### src/design/ps2mct_pkg.sv
// Shared types, constants and the clamp function for the PS/2 cursor tracker.
// No dependencies; every other file of the block imports this package.
`timescale 1ns / 1ps

package ps2mct_pkg;

    localparam int COORD_BITS = 12;
    localparam int CFG_W      = 13;
    localparam int BYTE_W     = 8;
    // Signed working width: holds pointer plus 9-bit delta and the raw limit
    localparam int CMP_W = (COORD_BITS + 2 > CFG_W + 1) ? COORD_BITS + 2 : CFG_W + 1;

    localparam logic [CFG_W-1:0] WIDTH_RESET  = CFG_W'(1024);
    localparam logic [CFG_W-1:0] HEIGHT_RESET = CFG_W'(768);

    // Flags byte bit positions
    localparam int FLAG_LEFT  = 0;
    localparam int FLAG_RIGHT = 1;
    localparam int FLAG_MOVE  = 3;
    localparam int FLAG_XSIGN = 4;
    localparam int FLAG_YSIGN = 5;

    typedef enum logic [1:0] {
        POS_FLAGS  = 2'd0,
        POS_XDELTA = 2'd1,
        POS_YDELTA = 2'd2
    } byte_pos_t;

    typedef enum logic {
        REG_SCREEN_WIDTH  = 1'b0,
        REG_SCREEN_HEIGHT = 1'b1
    } cfg_reg_t;

    typedef struct packed {
        logic              valid;
        logic [BYTE_W-1:0] flags;
        logic [BYTE_W-1:0] x_delta;
        logic [BYTE_W-1:0] y_delta;
    } pkt_t;

    typedef struct packed {
        logic [COORD_BITS-1:0] x;
        logic [COORD_BITS-1:0] y;
        logic                  left;
        logic                  right;
        logic                  ok;
    } res_t;

    // Clamp a signed coordinate to 0..limit-1; a zero limit acts as one and the
    // limit saturates at the coordinate range.
    function automatic logic [COORD_BITS-1:0] clamp_axis(
        input logic [CMP_W-1:0] v,
        input logic [CFG_W-1:0] lim_cfg
    );
        logic [CMP_W-1:0] cap;
        logic [CMP_W-1:0] lim;
        logic [CMP_W-1:0] top;
        cap = CMP_W'(1) << COORD_BITS;
        lim = CMP_W'(lim_cfg);
        if (lim == '0)
        begin
            lim = CMP_W'(1);
        end
        if (lim > cap)
        begin
            lim = cap;
        end
        top = lim - CMP_W'(1);
        priority if (v[CMP_W-1])
        begin
            clamp_axis = '0;
        end
        else if (v >= lim)
        begin
            clamp_axis = top[COORD_BITS-1:0];
        end
        else
        begin
            clamp_axis = v[COORD_BITS-1:0];
        end
    endfunction

endpackage

### src/design/ps2mct_framer.sv
// Input register and three-byte packet framing for the PS/2 cursor tracker.
// Depends on ps2mct_pkg.
`timescale 1ns / 1ps

module ps2mct_framer (
    input  logic                          clk,
    input  logic                          rst_n,
    input  logic                          in_valid,
    output logic                          in_stall,
    input  logic [ps2mct_pkg::BYTE_W-1:0] data_byte,
    input  logic                          from_mouse,
    output ps2mct_pkg::pkt_t              pkt,
    input  logic                          pkt_ready
);
    import ps2mct_pkg::*;

    logic              a_valid_reg;
    logic              a_valid_next;
    logic [BYTE_W-1:0] a_byte_reg;
    logic              a_mouse_reg;
    byte_pos_t         pos_reg;
    byte_pos_t         pos_next;
    logic [BYTE_W-1:0] flags_reg;
    logic [BYTE_W-1:0] flags_next;
    logic [BYTE_W-1:0] xd_reg;
    logic [BYTE_W-1:0] xd_next;
    logic              completes;
    logic              advance;
    logic              load;

    assign completes = a_mouse_reg && (pos_reg == POS_YDELTA);
    assign advance   = a_valid_reg && (!completes || pkt_ready);
    assign in_stall  = a_valid_reg && !advance;
    assign load      = in_valid && !in_stall;

    assign pkt.valid   = a_valid_reg && completes;
    assign pkt.flags   = flags_reg;
    assign pkt.x_delta = xd_reg;
    assign pkt.y_delta = a_byte_reg;

    always_comb
    begin
        pos_next     = pos_reg;
        flags_next   = flags_reg;
        xd_next      = xd_reg;
        a_valid_next = in_stall ? a_valid_reg : in_valid;
        if (advance && a_mouse_reg)
        begin
            unique case (pos_reg)
                POS_XDELTA:
                begin
                    xd_next  = a_byte_reg;
                    pos_next = POS_YDELTA;
                end
                POS_YDELTA:
                begin
                    pos_next = POS_FLAGS;
                end
                default:
                begin
                    flags_next = a_byte_reg;
                    pos_next   = POS_XDELTA;
                end
            endcase
        end
    end

    always_ff @(posedge clk or negedge rst_n)
    begin
        if (!rst_n)
        begin
            a_valid_reg <= 1'b0;
            pos_reg     <= POS_FLAGS;
            flags_reg   <= '0;
            xd_reg      <= '0;
        end
        else
        begin
            a_valid_reg <= a_valid_next;
            pos_reg     <= pos_next;
            flags_reg   <= flags_next;
            xd_reg      <= xd_next;
        end
    end

    // Payload only; hold while stalled
    always_ff @(posedge clk)
    begin
        if (load)
        begin
            a_byte_reg  <= data_byte;
            a_mouse_reg <= from_mouse;
        end
    end

endmodule

### src/design/ps2mct_tracker.sv
// Screen size registers, cursor position state and the add/clamp datapath.
// Depends on ps2mct_pkg.
`timescale 1ns / 1ps

module ps2mct_tracker (
    input  logic                         clk,
    input  logic                         rst_n,
    input  logic                         cfg_we,
    input  logic                         cfg_index,
    input  logic [ps2mct_pkg::CFG_W-1:0] cfg_data,
    input  ps2mct_pkg::pkt_t             pkt,
    input  logic                         pkt_ready,
    output logic                         res_load,
    output ps2mct_pkg::res_t             res
);
    import ps2mct_pkg::*;

    logic [CFG_W-1:0]      width_reg;
    logic [CFG_W-1:0]      height_reg;
    logic [COORD_BITS-1:0] ptr_x_reg;
    logic [COORD_BITS-1:0] ptr_y_reg;
    logic [CMP_W-1:0]      dx;
    logic [CMP_W-1:0]      dy;
    logic [CMP_W-1:0]      nx;
    logic [CMP_W-1:0]      ny;
    logic                  move;

    assign res_load = pkt.valid && pkt_ready;
    assign move     = pkt.flags[FLAG_MOVE];

    // 9-bit deltas: sign comes from the flags byte
    assign dx = {{(CMP_W-BYTE_W){pkt.flags[FLAG_XSIGN]}}, pkt.x_delta};
    assign dy = {{(CMP_W-BYTE_W){pkt.flags[FLAG_YSIGN]}}, pkt.y_delta};

    always_comb
    begin
        nx = {{(CMP_W-COORD_BITS){1'b0}}, ptr_x_reg};
        ny = {{(CMP_W-COORD_BITS){1'b0}}, ptr_y_reg};
        if (move)
        begin
            nx = nx + dx;
            ny = ny - dy;   // screen Y grows downward
        end
    end

    assign res.x     = clamp_axis(nx, width_reg);
    assign res.y     = clamp_axis(ny, height_reg);
    assign res.left  = pkt.flags[FLAG_LEFT];
    assign res.right = pkt.flags[FLAG_RIGHT];
    assign res.ok    = move;

    always_ff @(posedge clk or negedge rst_n)
    begin
        if (!rst_n)
        begin
            width_reg  <= WIDTH_RESET;
            height_reg <= HEIGHT_RESET;
            ptr_x_reg  <= '0;
            ptr_y_reg  <= '0;
        end
        else
        begin
            if (cfg_we)
            begin
                unique case (cfg_reg_t'(cfg_index))
                    REG_SCREEN_WIDTH:  width_reg  <= cfg_data;
                    REG_SCREEN_HEIGHT: height_reg <= cfg_data;
                    default:           width_reg  <= width_reg;
                endcase
            end
            if (res_load)
            begin
                ptr_x_reg <= res.x;
                ptr_y_reg <= res.y;
            end
        end
    end

endmodule

### src/design/ps2mct_outreg.sv
// Result register for the PS/2 cursor tracker output channel.
// Depends on ps2mct_pkg.
`timescale 1ns / 1ps

module ps2mct_outreg (
    input  logic             clk,
    input  logic             rst_n,
    input  logic             res_load,
    input  ps2mct_pkg::res_t res,
    output logic             res_ready,
    output logic             out_valid,
    input  logic             out_stall,
    output ps2mct_pkg::res_t out_res
);
    import ps2mct_pkg::*;

    logic valid_reg;
    logic valid_next;
    res_t res_reg;

    assign res_ready = !valid_reg || !out_stall;
    assign out_valid = valid_reg;
    assign out_res   = res_reg;

    always_comb
    begin
        priority if (res_load)
        begin
            valid_next = 1'b1;
        end
        else if (!out_stall)
        begin
            valid_next = 1'b0;
        end
        else
        begin
            valid_next = valid_reg;
        end
    end

    always_ff @(posedge clk or negedge rst_n)
    begin
        if (!rst_n)
        begin
            valid_reg <= 1'b0;
        end
        else
        begin
            valid_reg <= valid_next;
        end
    end

    always_ff @(posedge clk)
    begin
        if (res_load)
        begin
            res_reg <= res;
        end
    end

endmodule

### src/design/ps2_mouse_cursor_tracker.sv
// PS/2 mouse cursor tracker top level.
// Depends on ps2mct_pkg, ps2mct_framer, ps2mct_tracker and ps2mct_outreg.
//
// Input channel: one controller byte per transfer (data_byte, from_mouse).
// Keyboard bytes are consumed and dropped. Mouse bytes are grouped in threes
// (flags, X delta, Y delta); the third byte of a group yields one result.
// Output channel: cursor_x, cursor_y, left_button, right_button, packet_ok.
// Configuration: cfg_we writes cfg_data into screen_width (index 0) or
// screen_height (index 1); write only while no byte is in flight.
//
// Result timing: the third mouse byte lands in the input register at its
// transfer edge, and the result register loads from it once that register
// can accept (empty, or its held result is taken); out_valid then rises.
// Throughput: one byte per cycle while in_stall is low; the add/clamp path
// between the input register and the result register is combinational.
// Reset: cursor at 0,0, framing at the flags byte, screen 1024 x 768.
// Stall: a held result stays on the output; bytes that do not complete a
// packet keep flowing. in_stall rises only when a completing byte meets a
// full, stalled result register.
`timescale 1ns / 1ps

module ps2_mouse_cursor_tracker (
    input  logic                              clk,
    input  logic                              rst_n,
    input  logic                              cfg_we,
    input  logic                              cfg_index,
    input  logic [ps2mct_pkg::CFG_W-1:0]      cfg_data,
    input  logic                              in_valid,
    output logic                              in_stall,
    input  logic [ps2mct_pkg::BYTE_W-1:0]     data_byte,
    input  logic                              from_mouse,
    output logic                              out_valid,
    input  logic                              out_stall,
    output logic [ps2mct_pkg::COORD_BITS-1:0] cursor_x,
    output logic [ps2mct_pkg::COORD_BITS-1:0] cursor_y,
    output logic                              left_button,
    output logic                              right_button,
    output logic                              packet_ok
);
    import ps2mct_pkg::*;

    pkt_t pkt;
    res_t res;
    res_t out_res;
    logic res_load;
    logic res_ready;

    ps2mct_framer u_framer (
        .clk        (clk),
        .rst_n      (rst_n),
        .in_valid   (in_valid),
        .in_stall   (in_stall),
        .data_byte  (data_byte),
        .from_mouse (from_mouse),
        .pkt        (pkt),
        .pkt_ready  (res_ready)
    );

    ps2mct_tracker u_tracker (
        .clk       (clk),
        .rst_n     (rst_n),
        .cfg_we    (cfg_we),
        .cfg_index (cfg_index),
        .cfg_data  (cfg_data),
        .pkt       (pkt),
        .pkt_ready (res_ready),
        .res_load  (res_load),
        .res       (res)
    );

    ps2mct_outreg u_outreg (
        .clk       (clk),
        .rst_n     (rst_n),
        .res_load  (res_load),
        .res       (res),
        .res_ready (res_ready),
        .out_valid (out_valid),
        .out_stall (out_stall),
        .out_res   (out_res)
    );

    assign cursor_x     = out_res.x;
    assign cursor_y     = out_res.y;
    assign left_button  = out_res.left;
    assign right_button = out_res.right;
    assign packet_ok    = out_res.ok;

endmodule

### config.mk
export PLATFORM = sky130hd
export DESIGN_NAME = ps2_mouse_cursor_tracker
export DESIGN_NICKNAME = d
export VERILOG_FILES = /design/src/design/ps2mct_pkg.sv /design/src/design/ps2mct_framer.sv /design/src/design/ps2mct_tracker.sv /design/src/design/ps2mct_outreg.sv /design/src/design/ps2_mouse_cursor_tracker.sv
export SDC_FILE = /design/constraint.sdc
export NUM_CORES = 1
export LEC_CHECK = 0
export BUFFER_PORTS_ARGS = -buffer_cell sky130_fd_sc_hd__buf_2
export CORE_ASPECT_RATIO = 1.25
export CORE_UTILIZATION = 50
export CTS_CLUSTER_DIAMETER = 40
export DETAILED_ROUTE_END_ITERATION = 10
export PLACE_DENSITY = 0.67
export SLEW_MARGIN = 20
export SYNTH_ARGS = -nofsm -noshare
export SYNTH_HDL_FRONTEND = slang
export SYNTH_SLANG_ARGS = --single-unit
### constraint.sdc
create_clock -name clk -period 3.77 [get_ports clk]
set_input_delay 0.1885 -clock clk [delete_from_list [all_inputs] [get_ports clk]]
set_output_delay 0.1885 -clock clk [all_outputs]
set_load 0.005 [all_outputs]
# Word level (Yosys, flattened, before mapping)
# Cells that the tools add are included.
[totals]
register_bits = 104
wordCells = 63
[op_classes]
add_sub_neg = 4
magnitude_cmp = 4
eq_ne = 3
n_mux = 13
bitwise_logic = 2
n_reduce_logical = 21
[ops]
columns = ["cell", "n"]
rows = [
  ["$mux W13", 4],
  ["$mux W12", 4],
  ["$ge A14 B13 Y1", 2],
  ["$mux W14", 2],
  ["$gt A13 B13 Y1 const B", 2],
  ["$logic_not A13 Y1", 2],
  ["$sub A12 B1 Y12 const B", 2],
  ["$add A13 B9 Y14", 1],
  ["$sub A13 B9 Y14", 1],
  ["$reduce_and A2 Y1", 4],
  ["$logic_and A1 B1 Y1", 7],
  ["$logic_not A1 Y1", 5],
  ["$pmux W2 S2", 1],
  ["$eq A2 B1 Y1 const B", 1],
  ["$eq A2 B2 Y1 const B", 1],
  ["$logic_or A1 B1 Y1", 2],
  ["$mux W1", 2],
  ["$ne A2 B1 Y1 const B", 1],
  ["$not A1 Y1", 2],
  ["$reduce_or A2 Y1", 1],
]

# Logic depth before layout (Yosys ltp)
# Gate-level depths: netlist (run 1).
[depth]
ltp_word = 9
depth_mapped = 19
ltp_nobuf = 18

# Modules after synthesis
# Synthesis (run 1) repeated with hierarchy kept, for this count alone.
[hier_totals]
hier_cells = 661
hier_area_um2 = 6762.7
[by_module_without_submodules]
columns = ["mod", "instances", "cells_each", "area_each_um2", "seq_area_each_um2"]
rows = [
  ["ps2mct_tracker", 1, 572, 4862.2, 1255.0],
  ["ps2mct_framer", 1, 59, 1053.5, 745.7],
  ["ps2mct_outreg", 1, 30, 847.1, 835.8],
]

# Worst setup path after synthesis (run 1)
# OpenSTA, ideal clock, no wires.
[synth_timing]
path_type = "reg-to-reg"
from = "register u_framer.a_byte_reg[0]"
to = "register u_outreg.res_reg, in the netlist u_outreg.out_res[14], data pin"
setup_time_ps = 255
arrival_ps = 3643
required_time_ps = 3515
setup_slack_ps = -128
stages_incl_launch_ff = 17
path_buffers = 1
synth_period_minus_slack_ps = 3898
cell_sequence = "edfxtp_1 -> ha_1 -> fa_1 -> nor2b_1 -> o31ai_1 -> a221oi_1 -> a41oi_1 -> xnor2_1 -> mux2_2 -> ha_1 -> a2111oi_0 -> o21ai_0 -> a21oi_1 -> nor2_1 -> clkbuf_1 -> a211o_1 -> and3b_1"
[synth_rtl]
columns = ["item", "line_no", "source"]
rows = [
  ["start: declaration", "ps2mct_framer.sv:19", "logic [BYTE_W-1:0] a_byte_reg;"],
  ["start signal: assignment", "ps2mct_framer.sv:91", "a_byte_reg <= data_byte;"],
  ["end signal: assignment", "ps2mct_outreg.sv:57", "res_reg <= res;"],
  ["end: declaration", "ps2mct_outreg.sv:19", "res_t res_reg;"],
]

==> impl_metrics.env, run 1 <==
export IMPL_antenna_found_initial=0
export IMPL_drtAntennaViolNets=0
export IMPL_cpPeakStageDelay_ns=0.45
export IMPL_clk_pin_slew_ns=0.07
export IMPL_drive_gt1_share_pct=34.19
export IMPL_wl_per_cell_um=17.96
export IMPL_preCtsSetupSlack_ns=-0.3840
export IMPL_drcViolationCount=0
export IMPL_synth_seq_area_share_pct=42.24
export IMPL_worstPathRequired_ns=4.01
export IMPL_hpwl_mm=12.22
export IMPL_synth_area_per_cell_um2=9.890
export IMPL_syn_instance_count=661
export IMPL_min_path_type="in -> reg"
export IMPL_core_area_mm2=0.01272
export IMPL_grt_first_pass_wirelength_mm=25.99
export IMPL_crit_type="reg -> reg"
export IMPL_numCtsBuffers=9
export IMPL_root_buffer="clkbuf_16"
export IMPL_syn2layout_area_growth_pct=28.23
export IMPL_top_usage_layer="met2"
export IMPL_n_fill_cell=955
export IMPL_utilization_pct=65.91
export IMPL_critPathTopFamily="compound AO/OA/AOI/OAI gates"
export IMPL_relSlewSlack_pct=40.03
export IMPL_vias=5611
export IMPL_hold_ws_ns=0.005368
export IMPL_die_h_um=129.8
export IMPL_num_antenna_cells=0
export IMPL_final_cell_area_mm2=0.008383
export IMPL_routabilityCongestion=0.9137
export IMPL_cts_max_path_buffers=2
export IMPL_layout_setup_ws_ns=-0.09690
export IMPL_async_flop_share_pct=65.05
export IMPL_clock_latency_ns=0.36
export IMPL_violations="setup timing"
export IMPL_use_met3_pct=4.096
export IMPL_firstDrtPassIters=5
export IMPL_synthFlopType="dfrtp_1"
export IMPL_grtUsageTotal_pct=24.50
export IMPL_crit_fanout=6
export IMPL_cp_num_buf_inv=1
export IMPL_cap_viol_max_count=0
export IMPL_syn_num_nets=747
export IMPL_layout_common_cells="nand2_1 (75), dfrtp_1 (64), buf_4 (60)"
export IMPL_num_rows=46
export IMPL_synth_edff_count=36
export IMPL_overflow=0
export IMPL_wirelength_mm=17.05
export IMPL_grt_pass1_vias=5298
export IMPL_largest_register_ffs=27
export IMPL_worst_pin_slew_ns=0.8977
export IMPL_syn_cell_area_mm2=0.006538
export IMPL_fin_skew_ns=0.006581
export IMPL_vias_per_cell=5.913
export IMPL_port_buffers=56
export IMPL_final_common_cell="nand2_1"
export IMPL_crit_top_cell="ha_4"
export IMPL_htree_levels=3
export IMPL_nets=862
export IMPL_die_x_um=104.3
export IMPL_worstPathArrival_ns=4.11
export IMPL_crit_path_start_kind="flip-flop"
export IMPL_initial_core_util_pct=51.40
export IMPL_synth_cell_type_count=64
export IMPL_io_pins=57
export IMPL_maxSlewViolCount=0
export IMPL_cts_tree="yes"
export IMPL_final_hold_viol_count=0
export IMPL_cts_sinks=103
export IMPL_rsz0062_at_grt="true"
export IMPL_period_share_pct=102.6
export IMPL_yosys_warnings=0
export IMPL_clock_fmax_mhz=258.6
export IMPL_setup_violations=21
export IMPL_place_area_mm2=0.007390
export IMPL_grt_max_degree=42
export IMPL_use_met2_pct=41.88
export IMPL_crit_chain="ha_4 > fa_2 > nor2b_4 > o31ai_4 > a221oi_4 > a41oi_2 > xnor2_1 > mux2_4 > ha_4 > a2111oi_4 > o21ai_1 > a21oi_2 > nor2_4 > buf_6 > a21oi_4 > a221oi_2 > mux2_2"
export IMPL_end_kind="flip-flop"
export IMPL_fin_crit_ns=3.867
export IMPL_cp_slowest_cell="edfxtp_1"
export IMPL_status="complete, but fails checks"
export IMPL_drtIter0Drc=250
export IMPL_grt_util_met1_pct=30.99
export IMPL_die_area_mm2=0.01354
export IMPL_synth_seq_cells=103
[final cells by class]
type / count / area [um^2] / area share, %
multi-input combinational: 505 / 4094 / 48.84
sequential: 103 / 2761 / 32.94
timing repair buffer: 128 / 888.4 / 10.60
clock buffer: 10 / 229.0 / 2.731
tap: 168 / 210.2 / 2.507
inverter: 29 / 108.9 / 1.299
clock inverter: 6 / 91.34 / 1.090
[per-stage QoR]
stage	setup TNS [ns]	instances
floorplan	-0.07043	661
global placement	-4.132	922
detailed placement	-7.919	922
CTS	0	946
global route	-6.835	949
finish	-0.7984	949
[cells by family after synthesis]
| family | synth area share [%] |
|---|---|
| AO/OA/AOI/OAI | 17.95 |
| XOR/XNOR | 2.545 |
| adder cells (fa/ha/maj) | 11.33 |
| buffers and inverters | 3.139 |
| flip-flops | 42.24 |
| multiplexers | 8.344 |
| AND/OR/NAND/NOR | 14.45 |
[cells in the mapped netlist, drive strengths merged (16+ instances only)]
master / count / area [um^2]
mux2: 44 / 495.5
a21o: 16 / 120.1
nor3: 23 / 136.4
nor2: 54 / 210.2
clkbuf: 19 / 71.32
ha: 56 / 700.7
dfrtp: 64 / 1602
a21oi: 30 / 150.1
inv: 26 / 97.59
o21ai: 46 / 234.0
edfxtp: 36 / 1081
nand2: 80 / 300.3
[worst reg2reg max path, delay by kind of cell, from the launching register on]
kind	cells	cell delay (ns)
AOI/OAI and AO/OA	8	1.39
buffers and inverters	1	0.14
xor gates and xnor gates	1	0.16
adders and majority gates	3	0.79
muxes	2	0.57
DFF	1	0.45
and+or+nand+nor	2	0.26
[routing by layer]
metal / vias up / routed length [um] / share of wire [%]
li1: 2659 / - / -
met1: 2754 / 7352 / 43
met5: - / 0 / 0
met2: 162 / 8456 / 50
met3: 36 / 752 / 4.4
met4: 0 / 486 / 2.9
[what timing repair did]
| action | 4_1_cts | 5_1_grt |
|---|---|---|
| hold buffers | 3 | 1 |
| pin swaps | 4 | 38 |
| hold endpoints to repair | 3 | 40 |
| cloned | 0 | 1 |
| setup endpoints to repair | 43 | 48 |
| setup buffers | 5 | 7 |
| gates resized for setup | 19 | 108 |
[final timing paths]
check                                       start                      end  slack [ns]  cells after the start
setup / recovery           u_framer.a_byte_reg[0]   u_tracker.ptr_y_reg[9]        -0.1                     17
max in group asynchronous                   rst_n  u_tracker.height_reg[9]        2.61                      3
hold / removal                       data_byte[2]   u_framer.a_byte_reg[2]       0.005                      1
min in group asynchronous                   rst_n  u_tracker.ptr_x_reg[10]        0.36                      2
hold reg to reg             u_framer.flags_reg[1]      u_outreg.out_res[1]        0.47                      0
setup reg to reg           u_framer.a_byte_reg[0]   u_tracker.ptr_y_reg[9]        -0.1                     17
Power of run 1 is left out: the tool's default activity adds up to more than one toggle a clock period on the data nets, which glitch-free logic cannot reach.
==> run 2: changes to the inputs <==
--- a/config.mk
+++ b/config.mk
@@ -7,10 +7,10 @@
 export LEC_CHECK = 0
 export BUFFER_PORTS_ARGS = -buffer_cell sky130_fd_sc_hd__buf_2
 export CORE_ASPECT_RATIO = 1.25
-export CORE_UTILIZATION = 50
+export CORE_UTILIZATION = 55
 export CTS_CLUSTER_DIAMETER = 40
 export DETAILED_ROUTE_END_ITERATION = 10
-export PLACE_DENSITY = 0.67
+export PLACE_DENSITY = 0.73
 export SLEW_MARGIN = 20
 export SYNTH_ARGS = -nofsm -noshare
 export SYNTH_HDL_FRONTEND = slang
==> impl_metrics.env, run 2 (synthesized netlist as in run 1, its figures left out) <==
export IMPL_largest_register_ffs=27
export IMPL_num_rows=44
export IMPL_wl_per_cell_um=18.67
export IMPL_overflow=0
export IMPL_seqCellArea_mm2=0.002761
export IMPL_cpPeakStageDelay_ns=0.43
export IMPL_end_kind="flip-flop"
export IMPL_drcViolationCount=0
export IMPL_crit_path_start_kind="flip-flop"
export IMPL_setup_violations=21
export IMPL_crit_chain="ha_4 > fa_2 > nor2b_4 > o31ai_4 > a221oi_2 > a41oi_2 > o21bai_1 > a21oi_1 > mux2i_1 > ha_2 > a2111oi_4 > o21ai_1 > a21oi_2 > nor2_4 > a21oi_1 > a221oi_2 > mux2_2"
export IMPL_drive_gt1_share_pct=37.02
export IMPL_cts_tree="yes"
export IMPL_final_hold_viol_count=0
export IMPL_cts_max_path_buffers=2
export IMPL_multiInputGateArea_mm2=0.004163
export IMPL_hpwl_mm=12.48
export IMPL_io_pins=57
export IMPL_worstPathRequired_ns=4.02
export IMPL_drtAntennaViolNets=0
export IMPL_htree_levels=3
export IMPL_min_path_type="in -> reg"
export IMPL_die_h_um=123.9
export IMPL_drtIter0Drc=414
export IMPL_die_area_mm2=0.01233
export IMPL_core_area_mm2=0.01162
export IMPL_cp_slowest_cell="edfxtp_1"
export IMPL_grtUsageTotal_pct=28.25
export IMPL_period_share_pct=102.7
export IMPL_vias=5801
export IMPL_worstPathArrival_ns=4.12
export IMPL_final_cell_area_mm2=0.008582
export IMPL_wirelength_mm=18.04
export IMPL_initial_core_util_pct=56.28
export IMPL_violations="setup timing"
export IMPL_setup_worst_path_start="u_framer.a_byte_reg[0]"
export IMPL_n_fill_cell=787
export IMPL_layout_common_cells="buf_4 (83), nand2_1 (72), dfrtp_1 (64)"
export IMPL_numCtsBuffers=9
export IMPL_fin_skew_ns=0.006679
export IMPL_fin_crit_ns=3.871
export IMPL_clk_pin_slew_ns=0.07
export IMPL_firstDrtPassIters=7
export IMPL_clock_fmax_mhz=258.3
export IMPL_cp_num_buf_inv=0
export IMPL_nets=886
export IMPL_cap_viol_max_count=0
export IMPL_relSlewSlack_pct=33.52
export IMPL_crit_type="reg -> reg"
export IMPL_grt_first_pass_wirelength_mm=26.63
export IMPL_cts_sinks=103
export IMPL_port_buffers=56
export IMPL_min_from="data_byte[0]"
export IMPL_place_area_mm2=0.007506
export IMPL_worst_pin_slew_ns=0.9961
export IMPL_clock_latency_ns=0.36
export IMPL_antenna_found_initial=0
export IMPL_rsz0062_at_grt="true"
export IMPL_grt_pass1_vias=5506
export IMPL_vias_per_cell=6.005
export IMPL_die_x_um=99.52
export IMPL_root_buffer="clkbuf_16"
export IMPL_maxSlewViolCount=0
export IMPL_syn2layout_area_growth_pct=31.27
export IMPL_layout_setup_ws_ns=-0.1015
export IMPL_grt_max_degree=37
export IMPL_r2r_start="u_framer.a_byte_reg[0]"
export IMPL_routabilityCongestion=0.8814
export IMPL_critPathTopFamily="compound AO/OA/AOI/OAI gates"
export IMPL_num_antenna_cells=0
export IMPL_status="complete, but fails checks"
export IMPL_final_common_cell="buf_4"
export IMPL_crit_fanout=7
-- run 2: changes by cell type in the layout (fill, tap and decap cells not counted), moves of 3 or more --
| cell | delta |
|---|---|
| buf_4 | +23 |
| nand2_1 | -3 |
| a211oi_2 | +3 |
| a21oi_1 | +4 |
| a21oi_2 | -4 |
| mux2_4 | +3 |
| nand2_2 | +5 |
-- run 2: final timing paths --
kind / end / slack, ns / depth (start not counted)
min in group asynchronous: u_tracker.ptr_x_reg[9] / 0.46 / 2
max in group asynchronous: u_framer.pos_reg[1] / 2.32 / 3
setup / recovery: u_tracker.ptr_y_reg[9] / -0.10 / 17
hold reg to reg: u_outreg.out_res[1] / 0.46 / 0
setup reg to reg: u_tracker.ptr_y_reg[9] / -0.10 / 17
hold / removal: u_framer.a_byte_reg[0] / 0.004 / 1
-- run 2: stage by stage --
step	setup TNS (ns)	setup slack (ns)	hold slack, ns	instances	util (%)
after global placement	-8.154	-0.3491	0.3050	930	64.62
after global routing	-6.096	-0.2496	0.007011	966	73.88
after CTS	-0.01074	-0.01074	0.0009986	956	69.32
after detailed placement	-14.35	-0.5363	0.3289	930	64.62
final	-1.136	-0.1015	0.004199	966	73.88
after floorplan	-0.07043	-0.07043	-0.1071	661	-
-- run 2: repair_timing --
action	4_1_cts	5_1_grt
buffers inserted	5	12
gates cloned	1	1
setup endpoints to repair	48	48
hold buffers	5	0
resized for setup	43	89
hold endpoints to repair	36	0
pin swaps	10	35
-- run 2: cell type report --
cell class,count,share of cell area [%]
repair buffers,151,12.29
inverters,29,1.268
multi-input cells,506,48.51
flip-flops and latches,103,32.18
clock inverters,5,0.4520
well taps,161,2.347
clock buffers,11,2.960
-- run 2: metal layers --
layer | track usage (%) | vias to the layer above | routed length (um)
met5 | 0 | - | 0
met4 | 11.76 | 0 | 461
met3 | 2.974 | 46 | 851
met2 | 50.48 | 200 | 9465
met1 | 35.01 | 2843 | 7259
li1 | - | 2712 | -
Power of run 2 is left out for the same reason.
